### config.mk
export PLATFORM = sky130hd
export DESIGN_NAME = snake_lattice_neighbor_unit
export DESIGN_NICKNAME = d
export VERILOG_FILES = /design/src/sv/slnu_pkg.sv /design/src/sv/slnu_front.sv /design/src/sv/slnu_queue.sv /design/src/sv/slnu_back.sv /design/src/sv/snake_lattice_neighbor_unit.sv
export SDC_FILE = /design/constraint.sdc
export NUM_CORES = 1
export LEC_CHECK = 0
export BUFFER_PORTS_ARGS = -buffer_cell sky130_fd_sc_hd__clkbuf_2
export CAP_MARGIN = 30
export CORE_MARGIN = 3
export CORE_UTILIZATION = 24
export DETAILED_ROUTE_END_ITERATION = 10
export SYNTH_ARGS = -nofsm -noshare
export SYNTH_HDL_FRONTEND = slang
export SYNTH_SLANG_ARGS = --single-unit
export TNS_END_PERCENT = 50
### constraint.sdc
create_clock -name clk -period 17.2 [get_ports clk]
set_input_delay 0.86 -clock clk [delete_from_list [all_inputs] [get_ports clk]]
set_output_delay 0.86 -clock clk [all_outputs]
set_load 0.02 [all_outputs]
### src/sv/slnu_pkg.sv
// ============================================================================
// slnu_pkg
// Shared widths, register codes, pipeline types and the divider step of the
// snake lattice neighbor unit.
// ============================================================================
package slnu_pkg;

    // clamp on each lattice side
    localparam int MAX_SIDE   = 64;

    // field widths
    localparam int SITE_W     = 13;
    localparam int SIDE_W     = 7;
    localparam int TOTAL_W    = 2 * SIDE_W;
    localparam int CFG_IDX_W  = 2;

    // largest side a 7-bit register can carry after the clamp
    localparam int SIDE_LIMIT = (1 << SIDE_W) - 1;
    localparam int EFF_MAX    = (MAX_SIDE > SIDE_LIMIT) ? SIDE_LIMIT : MAX_SIDE;

    // site divider: a few quotient bits per pipeline stage
    localparam int DIV_BITS   = 2;
    localparam int DIV_STAGES = (SIDE_W + DIV_BITS - 1) / DIV_BITS;
    localparam int QB         = DIV_STAGES * DIV_BITS;
    localparam int DVW        = SIDE_W + QB;

    // neighbor slots per site, in emission order
    localparam int NB         = 4;
    localparam int NB_IDX_W   = $clog2(NB);
    localparam int NB_Y_UP    = 0;
    localparam int NB_Y_DOWN  = 1;
    localparam int NB_X_UP    = 2;
    localparam int NB_X_DOWN  = 3;

    // queue between front and back
    localparam int QDEPTH     = 4;
    localparam int QPTR_W     = $clog2(QDEPTH);
    localparam int QCNT_W     = $clog2(QDEPTH + 1);

    // register reset values
    localparam logic [SIDE_W-1:0] SIDE_X_RST = SIDE_W'(4);
    localparam logic [SIDE_W-1:0] SIDE_Y_RST = SIDE_W'(4);

    // configuration register indexes
    typedef enum logic [CFG_IDX_W-1:0] {
        CFG_SIDE_X     = 2'd0,
        CFG_SIDE_Y     = 2'd1,
        CFG_X_PERIODIC = 2'd2,
        CFG_Y_PERIODIC = 2'd3
    } cfg_index_t;

    // effective lattice configuration
    typedef struct packed {
        logic [SIDE_W-1:0] lx;
        logic [SIDE_W-1:0] ly;
        logic              xp;
        logic              yp;
    } lat_cfg_t;

    // one division in flight: partial remainder and quotient
    typedef struct packed {
        logic [SITE_W-1:0] rem;
        logic [QB-1:0]     q;
    } div_lane_t;

    // request state while the site numbers are divided
    typedef struct packed {
        logic              action;
        logic              range_error;
        logic [SITE_W-1:0] site_a;
        div_lane_t         lane_a;
        div_lane_t         lane_b;
    } div_state_t;

    // request state once row and column are known
    typedef struct packed {
        logic              action;
        logic              range_error;
        logic [SITE_W-1:0] site_a;
        logic [SITE_W-1:0] base_a;
        logic              odd_a;
        logic [SIDE_W-1:0] x_a;
        logic [SIDE_W-1:0] y_a;
        logic [SIDE_W-1:0] yb_a;
        logic [SIDE_W-1:0] x_b;
        logic [SIDE_W-1:0] y_b;
    } coord_t;

    // classified request waiting for the back end
    typedef struct packed {
        logic [NB-1:0][SITE_W-1:0] sites;
        logic [NB-1:0]             mask;
        logic                      adjacent;
        logic                      range_error;
    } entry_t;

    // restoring division, DIV_BITS quotient bits of the given stage
    function automatic div_lane_t div_step(div_lane_t lane, logic [SIDE_W-1:0] ly, int stage);
        div_lane_t        res;
        logic [DVW-1:0]   r;
        logic [DVW-1:0]   d;
        int               bitpos;
        res = lane;
        for (int j = 0; j < DIV_BITS; j++)
        begin
            bitpos = (DIV_STAGES - 1 - stage) * DIV_BITS + (DIV_BITS - 1 - j);
            r = DVW'(res.rem);
            d = DVW'(ly) << bitpos;
            if (r >= d)
            begin
                res.rem = SITE_W'(r - d);
                res.q   = res.q | (QB'(1) << bitpos);
            end
        end
        return res;
    endfunction

endpackage

### src/sv/slnu_front.sv
// ============================================================================
// slnu_front
// Takes requests, checks range, divides site numbers into row and column over
// a short pipeline and classifies the request into one queue entry.
// ============================================================================
module slnu_front
    import slnu_pkg::*;
(
    input  logic              clk,
    input  logic              rst_n,
    input  lat_cfg_t          cfg,
    input  logic              in_push,
    output logic              in_full,
    input  logic              action,
    input  logic [SITE_W-1:0] site_a,
    input  logic [SITE_W-1:0] site_b,
    output logic              q_push,
    output entry_t            q_data,
    input  logic              q_full
);

    logic [DIV_STAGES:0] p_valid_reg;
    logic [DIV_STAGES:0] p_valid_next;
    div_state_t          p_reg  [DIV_STAGES+1];
    div_state_t          p_next [DIV_STAGES+1];
    logic                c_valid_reg;
    logic                c_valid_next;
    coord_t              c_reg;
    coord_t              c_next;

    logic                advance;
    logic                accept;
    logic [TOTAL_W-1:0]  total;
    logic                a_ok;
    logic                b_ok;

    // the whole pipeline holds while its last stage waits on a full queue
    assign advance = !(c_valid_reg && q_full);
    assign in_full = !advance;
    assign accept  = in_push && advance;
    assign q_push  = c_valid_reg && !q_full;

    // range check against the lattice size
    assign total = TOTAL_W'(cfg.lx) * TOTAL_W'(cfg.ly);
    assign a_ok  = (site_a != '0) && (TOTAL_W'(site_a) <= total);
    assign b_ok  = (site_b != '0) && (TOTAL_W'(site_b) <= total);

    // first stage load and divider stages
    always_comb
    begin
        p_next[0].action      = action;
        p_next[0].range_error = action ? !(a_ok && b_ok) : !a_ok;
        p_next[0].site_a      = site_a;
        p_next[0].lane_a.rem  = site_a - SITE_W'(1);
        p_next[0].lane_a.q    = '0;
        p_next[0].lane_b.rem  = site_b - SITE_W'(1);
        p_next[0].lane_b.q    = '0;
        for (int k = 0; k < DIV_STAGES; k++)
        begin
            p_next[k+1]        = p_reg[k];
            p_next[k+1].lane_a = div_step(p_reg[k].lane_a, cfg.ly, k);
            p_next[k+1].lane_b = div_step(p_reg[k].lane_b, cfg.ly, k);
        end
    end

    // row and column from quotient and remainder
    always_comb
    begin
        div_state_t        d;
        logic [SIDE_W-1:0] r_a;
        logic [SIDE_W-1:0] r_b;
        logic              odd_b;
        d     = p_reg[DIV_STAGES];
        r_a   = SIDE_W'(d.lane_a.rem);
        r_b   = SIDE_W'(d.lane_b.rem);
        odd_b = ~d.lane_b.q[0];
        c_next.action      = d.action;
        c_next.range_error = d.range_error;
        c_next.site_a      = d.site_a;
        c_next.base_a      = d.site_a - SITE_W'(1) - d.lane_a.rem;
        c_next.odd_a       = ~d.lane_a.q[0];
        c_next.x_a         = SIDE_W'(d.lane_a.q) + SIDE_W'(1);
        c_next.y_a         = c_next.odd_a ? r_a + SIDE_W'(1) : cfg.ly - r_a;
        c_next.yb_a        = c_next.odd_a ? cfg.ly - r_a : r_a + SIDE_W'(1);
        c_next.x_b         = SIDE_W'(d.lane_b.q) + SIDE_W'(1);
        c_next.y_b         = odd_b ? r_b + SIDE_W'(1) : cfg.ly - r_b;
    end

    // valid bits
    always_comb
    begin
        p_valid_next = p_valid_reg;
        c_valid_next = c_valid_reg;
        if (advance)
        begin
            p_valid_next = {p_valid_reg[DIV_STAGES-1:0], accept};
            c_valid_next = p_valid_reg[DIV_STAGES];
        end
    end

    always_ff @(posedge clk or negedge rst_n)
    begin
        if (!rst_n)
        begin
            p_valid_reg <= '0;
            c_valid_reg <= 1'b0;
        end
        else
        begin
            p_valid_reg <= p_valid_next;
            c_valid_reg <= c_valid_next;
        end
    end

    // pipeline payload
    always_ff @(posedge clk)
    begin
        if (advance)
        begin
            for (int k = 0; k <= DIV_STAGES; k++)
            begin
                p_reg[k] <= p_next[k];
            end
            c_reg <= c_next;
        end
    end

    // neighbor candidates and adjacency test
    always_comb
    begin
        logic [SITE_W-1:0] ly_s;
        logic [SITE_W-1:0] opp_off;
        logic [SITE_W-1:0] last_off;
        logic              wrap_x;
        logic              wrap_y;
        logic [SIDE_W-1:0] dx;
        logic [SIDE_W-1:0] dy;
        logic              adj;
        ly_s     = SITE_W'(cfg.ly);
        opp_off  = SITE_W'(c_reg.odd_a ? c_reg.yb_a : c_reg.y_a);
        last_off = SITE_W'(cfg.lx[0] ? c_reg.y_a : c_reg.yb_a);
        wrap_x   = cfg.xp && (cfg.lx >= SIDE_W'(3));
        wrap_y   = cfg.yp && (cfg.ly >= SIDE_W'(3));

        q_data.sites = '0;
        q_data.mask  = '0;

        // y + 1
        if (c_reg.y_a < cfg.ly)
        begin
            q_data.sites[NB_Y_UP] = c_reg.odd_a ? c_reg.site_a + SITE_W'(1)
                                                : c_reg.site_a - SITE_W'(1);
            q_data.mask[NB_Y_UP]  = 1'b1;
        end
        else if (wrap_y)
        begin
            q_data.sites[NB_Y_UP] = c_reg.odd_a ? c_reg.base_a + SITE_W'(1)
                                                : c_reg.base_a + ly_s;
            q_data.mask[NB_Y_UP]  = 1'b1;
        end

        // y - 1
        if (c_reg.y_a > SIDE_W'(1))
        begin
            q_data.sites[NB_Y_DOWN] = c_reg.odd_a ? c_reg.site_a - SITE_W'(1)
                                                  : c_reg.site_a + SITE_W'(1);
            q_data.mask[NB_Y_DOWN]  = 1'b1;
        end
        else if (wrap_y)
        begin
            q_data.sites[NB_Y_DOWN] = c_reg.odd_a ? c_reg.base_a + ly_s
                                                  : c_reg.base_a + SITE_W'(1);
            q_data.mask[NB_Y_DOWN]  = 1'b1;
        end

        // x + 1
        if (c_reg.x_a < cfg.lx)
        begin
            q_data.sites[NB_X_UP] = c_reg.base_a + ly_s + opp_off;
            q_data.mask[NB_X_UP]  = 1'b1;
        end
        else if (wrap_x)
        begin
            q_data.sites[NB_X_UP] = SITE_W'(c_reg.y_a);
            q_data.mask[NB_X_UP]  = 1'b1;
        end

        // x - 1
        if (c_reg.x_a > SIDE_W'(1))
        begin
            q_data.sites[NB_X_DOWN] = c_reg.base_a - ly_s + opp_off;
            q_data.mask[NB_X_DOWN]  = 1'b1;
        end
        else if (wrap_x)
        begin
            q_data.sites[NB_X_DOWN] = SITE_W'(total) - ly_s + last_off;
            q_data.mask[NB_X_DOWN]  = 1'b1;
        end

        // adjacency, counting periodic wrap
        dx  = (c_reg.x_a >= c_reg.x_b) ? c_reg.x_a - c_reg.x_b : c_reg.x_b - c_reg.x_a;
        dy  = (c_reg.y_a >= c_reg.y_b) ? c_reg.y_a - c_reg.y_b : c_reg.y_b - c_reg.y_a;
        adj = ((dx == '0) || (dy == '0)) &&
              ((dx == SIDE_W'(1)) || (dy == SIDE_W'(1)) ||
               (cfg.xp && (dx != '0) && (dx == cfg.lx - SIDE_W'(1))) ||
               (cfg.yp && (dy != '0) && (dy == cfg.ly - SIDE_W'(1))));

        // out of range and adjacency requests give a single plain result
        q_data.adjacent    = 1'b0;
        q_data.range_error = 1'b0;
        if (c_reg.range_error)
        begin
            q_data.mask        = '0;
            q_data.range_error = 1'b1;
        end
        else if (c_reg.action)
        begin
            q_data.mask     = '0;
            q_data.adjacent = adj;
        end
    end

endmodule

### src/sv/slnu_queue.sv
// ============================================================================
// slnu_queue
// Short first-in first-out queue of classified requests between the front
// and the back end.
// ============================================================================
module slnu_queue
    import slnu_pkg::*;
(
    input  logic   clk,
    input  logic   rst_n,
    input  logic   push,
    input  entry_t wr_data,
    output logic   q_full,
    input  logic   q_pop,
    output entry_t rd_data,
    output logic   q_empty
);

    entry_t            mem_reg [QDEPTH];
    logic [QPTR_W-1:0] wr_ptr_reg;
    logic [QPTR_W-1:0] wr_ptr_next;
    logic [QPTR_W-1:0] rd_ptr_reg;
    logic [QPTR_W-1:0] rd_ptr_next;
    logic [QCNT_W-1:0] count_reg;
    logic [QCNT_W-1:0] count_next;
    logic              do_push;
    logic              do_pop;

    assign q_full  = (count_reg == QCNT_W'(QDEPTH));
    assign q_empty = (count_reg == '0);
    assign do_push = push && !q_full;
    assign do_pop  = q_pop && !q_empty;
    assign rd_data = mem_reg[rd_ptr_reg];

    // pointers wrap at the queue depth
    always_comb
    begin
        wr_ptr_next = wr_ptr_reg;
        rd_ptr_next = rd_ptr_reg;
        count_next  = count_reg;
        if (do_push)
        begin
            wr_ptr_next = (wr_ptr_reg == QPTR_W'(QDEPTH - 1)) ? '0 : wr_ptr_reg + QPTR_W'(1);
        end
        if (do_pop)
        begin
            rd_ptr_next = (rd_ptr_reg == QPTR_W'(QDEPTH - 1)) ? '0 : rd_ptr_reg + QPTR_W'(1);
        end
        if (do_push && !do_pop)
        begin
            count_next = count_reg + QCNT_W'(1);
        end
        else if (do_pop && !do_push)
        begin
            count_next = count_reg - QCNT_W'(1);
        end
    end

    always_ff @(posedge clk or negedge rst_n)
    begin
        if (!rst_n)
        begin
            wr_ptr_reg <= '0;
            rd_ptr_reg <= '0;
            count_reg  <= '0;
        end
        else
        begin
            wr_ptr_reg <= wr_ptr_next;
            rd_ptr_reg <= rd_ptr_next;
            count_reg  <= count_next;
        end
    end

    // entry storage
    always_ff @(posedge clk)
    begin
        if (do_push)
        begin
            mem_reg[wr_ptr_reg] <= wr_data;
        end
    end

endmodule

### src/sv/slnu_back.sv
// ============================================================================
// slnu_back
// Walks the head queue entry and emits one result per cycle, while the
// output register is free or being taken, lowest pending neighbor slot first.
// ============================================================================
module slnu_back
    import slnu_pkg::*;
(
    input  logic              clk,
    input  logic              rst_n,
    input  entry_t            head,
    input  logic              q_empty,
    output logic              q_pop,
    output logic              empty,
    input  logic              pop,
    output logic [SITE_W-1:0] neighbor_site,
    output logic              found,
    output logic              adjacent,
    output logic              range_error,
    output logic              last
);

    logic                out_valid_reg;
    logic                out_valid_next;
    logic [NB-1:0]       done_reg;
    logic [NB-1:0]       done_next;
    logic [SITE_W-1:0]   site_reg;
    logic [SITE_W-1:0]   site_next;
    logic                found_reg;
    logic                found_next;
    logic                adj_reg;
    logic                adj_next;
    logic                rerr_reg;
    logic                rerr_next;
    logic                last_reg;
    logic                last_next;

    logic                load;
    logic [NB-1:0]       pending;
    logic [NB_IDX_W-1:0] idx;
    logic [NB-1:0]       sel;
    logic                final_one;

    // output register refills from a non-empty queue when free or being taken
    assign load    = !q_empty && (!out_valid_reg || pop);
    assign pending = head.mask & ~done_reg;

    // lowest pending slot
    always_comb
    begin
        idx = '0;
        for (int i = NB - 1; i >= 0; i--)
        begin
            if (pending[i])
            begin
                idx = NB_IDX_W'(i);
            end
        end
    end

    assign sel       = NB'(1) << idx;
    assign final_one = ((pending & ~sel) == '0);
    assign q_pop     = load && final_one;

    // next result and walk state
    always_comb
    begin
        site_next  = site_reg;
        found_next = found_reg;
        adj_next   = adj_reg;
        rerr_next  = rerr_reg;
        last_next  = last_reg;
        done_next  = done_reg;
        if (load)
        begin
            if (head.mask != '0)
            begin
                site_next  = head.sites[idx];
                found_next = 1'b1;
                adj_next   = 1'b0;
                rerr_next  = 1'b0;
            end
            else
            begin
                site_next  = '0;
                found_next = 1'b0;
                adj_next   = head.adjacent;
                rerr_next  = head.range_error;
            end
            last_next = final_one;
            done_next = final_one ? '0 : (done_reg | sel);
        end
    end

    always_comb
    begin
        out_valid_next = out_valid_reg;
        if (load)
        begin
            out_valid_next = 1'b1;
        end
        else if (pop)
        begin
            out_valid_next = 1'b0;
        end
    end

    always_ff @(posedge clk or negedge rst_n)
    begin
        if (!rst_n)
        begin
            out_valid_reg <= 1'b0;
            done_reg      <= '0;
        end
        else
        begin
            out_valid_reg <= out_valid_next;
            done_reg      <= done_next;
        end
    end

    // result payload
    always_ff @(posedge clk)
    begin
        site_reg  <= site_next;
        found_reg <= found_next;
        adj_reg   <= adj_next;
        rerr_reg  <= rerr_next;
        last_reg  <= last_next;
    end

    assign empty         = !out_valid_reg;
    assign neighbor_site = site_reg;
    assign found         = found_reg;
    assign adjacent      = adj_reg;
    assign range_error   = rerr_reg;
    assign last          = last_reg;

endmodule

### src/sv/snake_lattice_neighbor_unit.sv
// ============================================================================
// snake_lattice_neighbor_unit
// Neighbor listing and adjacency test on a snake-numbered square lattice.
// ============================================================================
// Requests enter through push/full: one is taken at a clock edge with push
// high and full low. Action 0 lists the neighbors of site_a (y+1, y-1, x+1,
// x-1); action 1 tests site_a and site_b for adjacency.
// Results leave through empty/pop: the oldest result sits on the result ports
// while empty is low and is taken at an edge with pop high. Each request
// gives one to four results, the final one marked by last.
// Path: the first result of a request passes the range check stage, four
// divider stages, the coordinate stage, the queue and the output register.
// Throughput: one result per cycle from the output register while pop is
// held high; the divider pipeline takes a new request every cycle while
// full is low.
// A stalled receiver fills the output register, then the four-entry queue,
// then the front pipeline, and full rises; nothing is dropped.
// Configuration is written through cfg_write/cfg_index/cfg_data while no
// request is in flight. Reset empties all stages and sets a 4 by 4 lattice
// with open boundaries.
// ============================================================================
module snake_lattice_neighbor_unit
    import slnu_pkg::*;
(
    input  logic                 clk,
    input  logic                 rst_n,
    input  logic                 cfg_write,
    input  logic [CFG_IDX_W-1:0] cfg_index,
    input  logic [SIDE_W-1:0]    cfg_data,
    input  logic                 push,
    output logic                 full,
    input  logic                 action,
    input  logic [SITE_W-1:0]    site_a,
    input  logic [SITE_W-1:0]    site_b,
    output logic                 empty,
    input  logic                 pop,
    output logic [SITE_W-1:0]    neighbor_site,
    output logic                 found,
    output logic                 adjacent,
    output logic                 range_error,
    output logic                 last
);

    logic [SIDE_W-1:0] side_x_reg;
    logic [SIDE_W-1:0] side_y_reg;
    logic              x_periodic_reg;
    logic              y_periodic_reg;
    lat_cfg_t          cfg;

    logic              q_push;
    entry_t            q_wr_data;
    logic              q_full;
    logic              q_pop;
    entry_t            q_head;
    logic              q_empty;

    // configuration registers
    always_ff @(posedge clk or negedge rst_n)
    begin
        if (!rst_n)
        begin
            side_x_reg     <= SIDE_X_RST;
            side_y_reg     <= SIDE_Y_RST;
            x_periodic_reg <= 1'b0;
            y_periodic_reg <= 1'b0;
        end
        else if (cfg_write)
        begin
            case (cfg_index)
                CFG_SIDE_X:     side_x_reg     <= cfg_data;
                CFG_SIDE_Y:     side_y_reg     <= cfg_data;
                CFG_X_PERIODIC: x_periodic_reg <= cfg_data[0];
                CFG_Y_PERIODIC: y_periodic_reg <= cfg_data[0];
                default:        ;
            endcase
        end
    end

    // sides clamped to the supported maximum
    always_comb
    begin
        cfg.lx = (side_x_reg > SIDE_W'(EFF_MAX)) ? SIDE_W'(EFF_MAX) : side_x_reg;
        cfg.ly = (side_y_reg > SIDE_W'(EFF_MAX)) ? SIDE_W'(EFF_MAX) : side_y_reg;
        cfg.xp = x_periodic_reg;
        cfg.yp = y_periodic_reg;
    end

    slnu_front u_front
    (
        .clk     (clk),
        .rst_n   (rst_n),
        .cfg     (cfg),
        .in_push (push),
        .in_full (full),
        .action  (action),
        .site_a  (site_a),
        .site_b  (site_b),
        .q_push  (q_push),
        .q_data  (q_wr_data),
        .q_full  (q_full)
    );

    slnu_queue u_queue
    (
        .clk     (clk),
        .rst_n   (rst_n),
        .push    (q_push),
        .wr_data (q_wr_data),
        .q_full  (q_full),
        .q_pop   (q_pop),
        .rd_data (q_head),
        .q_empty (q_empty)
    );

    slnu_back u_back
    (
        .clk           (clk),
        .rst_n         (rst_n),
        .head          (q_head),
        .q_empty       (q_empty),
        .q_pop         (q_pop),
        .empty         (empty),
        .pop           (pop),
        .neighbor_site (neighbor_site),
        .found         (found),
        .adjacent      (adjacent),
        .range_error   (range_error),
        .last          (last)
    );

endmodule
==> key figures <==
Setup path
  – CP Class: reg -> reg
  – Crit path launch type: flop
  – Worst EP arrival: 8.01 ns
  – Worst setup EP type: flop
  – Required time worst endpoint: 17.54 ns
  – Worst-path maximum fanout: 20

Floorplanning
  – Die ar.: 154000 um2
  – Die H: 392 um
  – Starting Density: 0.242
  – Core area: 148000 um2
  – Die X: 392 um
  – IO Count: 60
  – Row count: 141

Clocking
  – Post-CTS Hold Fix Bufs: 0
  – CTS tree: yes
  – Clk buf depth: 3
  – CTS H-Tree Depth: 2
  – Post-CTS Setup Bufs: 0
  – Clk_lat worst skew: 0.66 ns
  – CTS Sinks: 577
  – Clk slew on worst S/H paths: 0.07 ns
  – Root Driver: clkbuf_16
  – Cts repair resizes: 0
  – Num CTS Buffers: 59

Layout
  – Fillers: 15200
  – Register area: 17200 um2
  – Multi-input gate area: 17500 um2
  – Most frequent cells in the layout: edfxtp_1, ha_1, inv_1
  – Number of flip-flops under the largest register name: 232
  – Layout cells sized above 1: 0.102
  – NumNets Final: 3590
  – Area delta synth->final: 13.4%
  – Most common cell after layout, fill and taps aside: edfxtp_1

Min path
  – Hold/Removal Path Class: in -> async

Drt
  – Routed vias: 24100
  – Initial drt markers: 1722
  – DR DRC count: 0
  – Post-Route WL: 90100 um
  – DR pass1 iterations: 7
  – Average wire per standard cell: 17.4 um
  – Vias per cell: 4.65
  – Routed Antenna Nets: 0

Timing
  – Final clock skew: 0.0555 ns
  – Fin crit period: 7.68 ns
  – Fmax: 130 MHz
  – Hold_ws: 0.274 ns
  – Final Hold Viols: 0
  – Worst Tran Pin Value: 0.945 ns
  – RSZ-0062 raised after global routing: no
  – Pins Over Slew Limit: 0
  – Final Cycle Share: 0.446
  – Rel. slew slack: 0.370
  – Setup TNS: 0 ns
  – Finish-stage setup viols: 0

Synthesis
  – Ys Warns: 0
  – Async S/R FF share, synth: 0.0589
  – Register area share after synthesis: 0.479
  – Syn Nets: 3513
  – Syn Inst Count: 3119
  – Post-synth EDFFs: 543
  – Synth Area per Inst: 11.5 um2
  – Syn Std Cell Area: 35800 um2
  – Netlist cell types: 82
  – Synth Flop Type: edfxtp_1
  – Flops & latches, synth: 577

Global routing
  – Gr busiest metal: met2
  – Vias in the first global route: 23700
  – Total Routing Usage GR: 0.115
  – Met2 Track Usage GR: 0.188
  – Antenna violations before repair: 4
  – Global route total overflow: 0
  – Pin count of the biggest net entering global routing: 161
  – Global-route wire length before repair: 139000 um
  – Met1 Use GR: 0.162
  – GR Layer Usage met3: 0.0165

Job
  – Max-cap viol count: 0

Placement
  – GPL Wtd Cong: 0.863
  – DPL Wire Length: 65000 um
  – I/O Buffers: 59

Outcome
  – Status: finished clean
worst max-delay path, cell delays in order, from the launching register on:
cell and delay (ns):
dfrtp_1 0.67, inv_1 0.28, nand2_1 0.58, clkinv_1 0.39
nand2_1 0.22, fa_1 0.45, fa_1 0.56, inv_1 0.06
fa_1 0.54, inv_1 0.06, fa_1 0.53, inv_1 0.04
ha_1 0.36, xnor2_1 0.22, fa_1 0.50, inv_1 0.04
ha_1 0.23, a2111oi_0 0.54, o31ai_1 0.17, o21ai_0 0.22
nand2b_1 0.08, a21oi_1 0.17, xnor2_1 0.20, o22ai_1 0.21
stage by stage:
stage	worst slack, ns	util	instances	instance area (um2)
2_1_floorplan	9.84	-	3119	35800
3_3_place_gp	9.80	0.260	5062	38500
3_5_place_dp	9.63	0.260	5063	38500
4_1_cts	9.59	0.274	5175	40600
5_1_grt	8.95	0.274	5177	40600
6_report	9.52	0.274	5179	40600
path summary, 6_finish.rpt:
path,startpoint,endpoint,slack [ns],cells past startpoint
worst max register to register,side_x_reg[6],u_queue.mem_reg[1][57],9.52,23
min in group clk,u_front.p_reg[0][216],u_front.p_reg[0][273],0.37,0
worst min register to register,u_front.p_reg[0][216],u_front.p_reg[0][273],0.37,0
worst max-delay path,side_x_reg[6],u_queue.mem_reg[1][57],9.52,23
worst min-delay path,rst_n,u_queue.rd_ptr_reg[0],0.27,2
max in group asynchronous,rst_n,side_x_reg[2],16.54,2
metal layers:
layer	wire, um	vias up
li1	-	11600
met1	42800	11800
met2	41200	539
met3	4540	105
met4	1580	2
met5	17	-
kinds of logic after synthesis:
family          after synthesis  synth area share
buf+inv                     306            0.0328
mux                         209            0.0729
compound gates              604             0.104
simple gates                813             0.111
fa+ha+maj                   355             0.137
xor+xnor                    255            0.0631
flops                       577             0.479
synth_stat cells (5+ instances only):
cell type | instances | area [um2]
a21oi_1 | 159 | 796
and3_1 | 25 | 156
xor2_1 | 83 | 727
nor2_1 | 218 | 818
mux2_2 | 76 | 856
or2_2 | 13 | 81.3
nor2b_1 | 50 | 313
mux2_4 | 5 | 75.1
mux4_2 | 32 | 721
a21o_1 | 61 | 458
mux2i_1 | 96 | 961
nand2_1 | 183 | 687
ha_1 | 289 | 3620
o31ai_1 | 7 | 52.6
and4_1 | 5 | 43.8
a221oi_1 | 5 | 43.8
nand3b_1 | 6 | 45.0
buf_2 | 7 | 35.0
nor3b_1 | 10 | 75.1
a211oi_1 | 16 | 120
nand2b_1 | 47 | 294
nand4b_1 | 5 | 43.8
o21bai_1 | 14 | 105
dfrtp_1 | 32 | 801
o22ai_1 | 49 | 307
o21a_1 | 22 | 165
or4_1 | 6 | 45.0
clkbuf_1 | 60 | 225
or3_1 | 28 | 175
a211o_1 | 6 | 52.6
nor3_1 | 58 | 290
o21ai_0 | 182 | 911
nor4_1 | 16 | 100
a31oi_1 | 9 | 56.3
fa_1 | 64 | 1280
inv_1 | 230 | 863
o211ai_1 | 5 | 37.5
a2111oi_0 | 9 | 78.8
edfxtp_1 | 543 | 16300
nand3_1 | 82 | 410
and2_1 | 13 | 81.3
a21boi_0 | 14 | 105
o2111ai_1 | 5 | 43.8
nand4_1 | 38 | 238
xnor2_1 | 170 | 1490
cell type report:
cell class / instances / share of cell area
clock inverter: 28 / 0.00992
inverter: 234 / 0.0219
tap: 1930 / 0.0595
sequential: 577 / 0.423
antenna: 2 / 0.000123
multi-input combinational: 2236 / 0.431
clock buffer: 84 / 0.0407
timing repair buffer: 88 / 0.0141
Power is left out: the tool's default activity adds up to more than one toggle a clock period on the data nets, which glitch-free logic cannot reach.
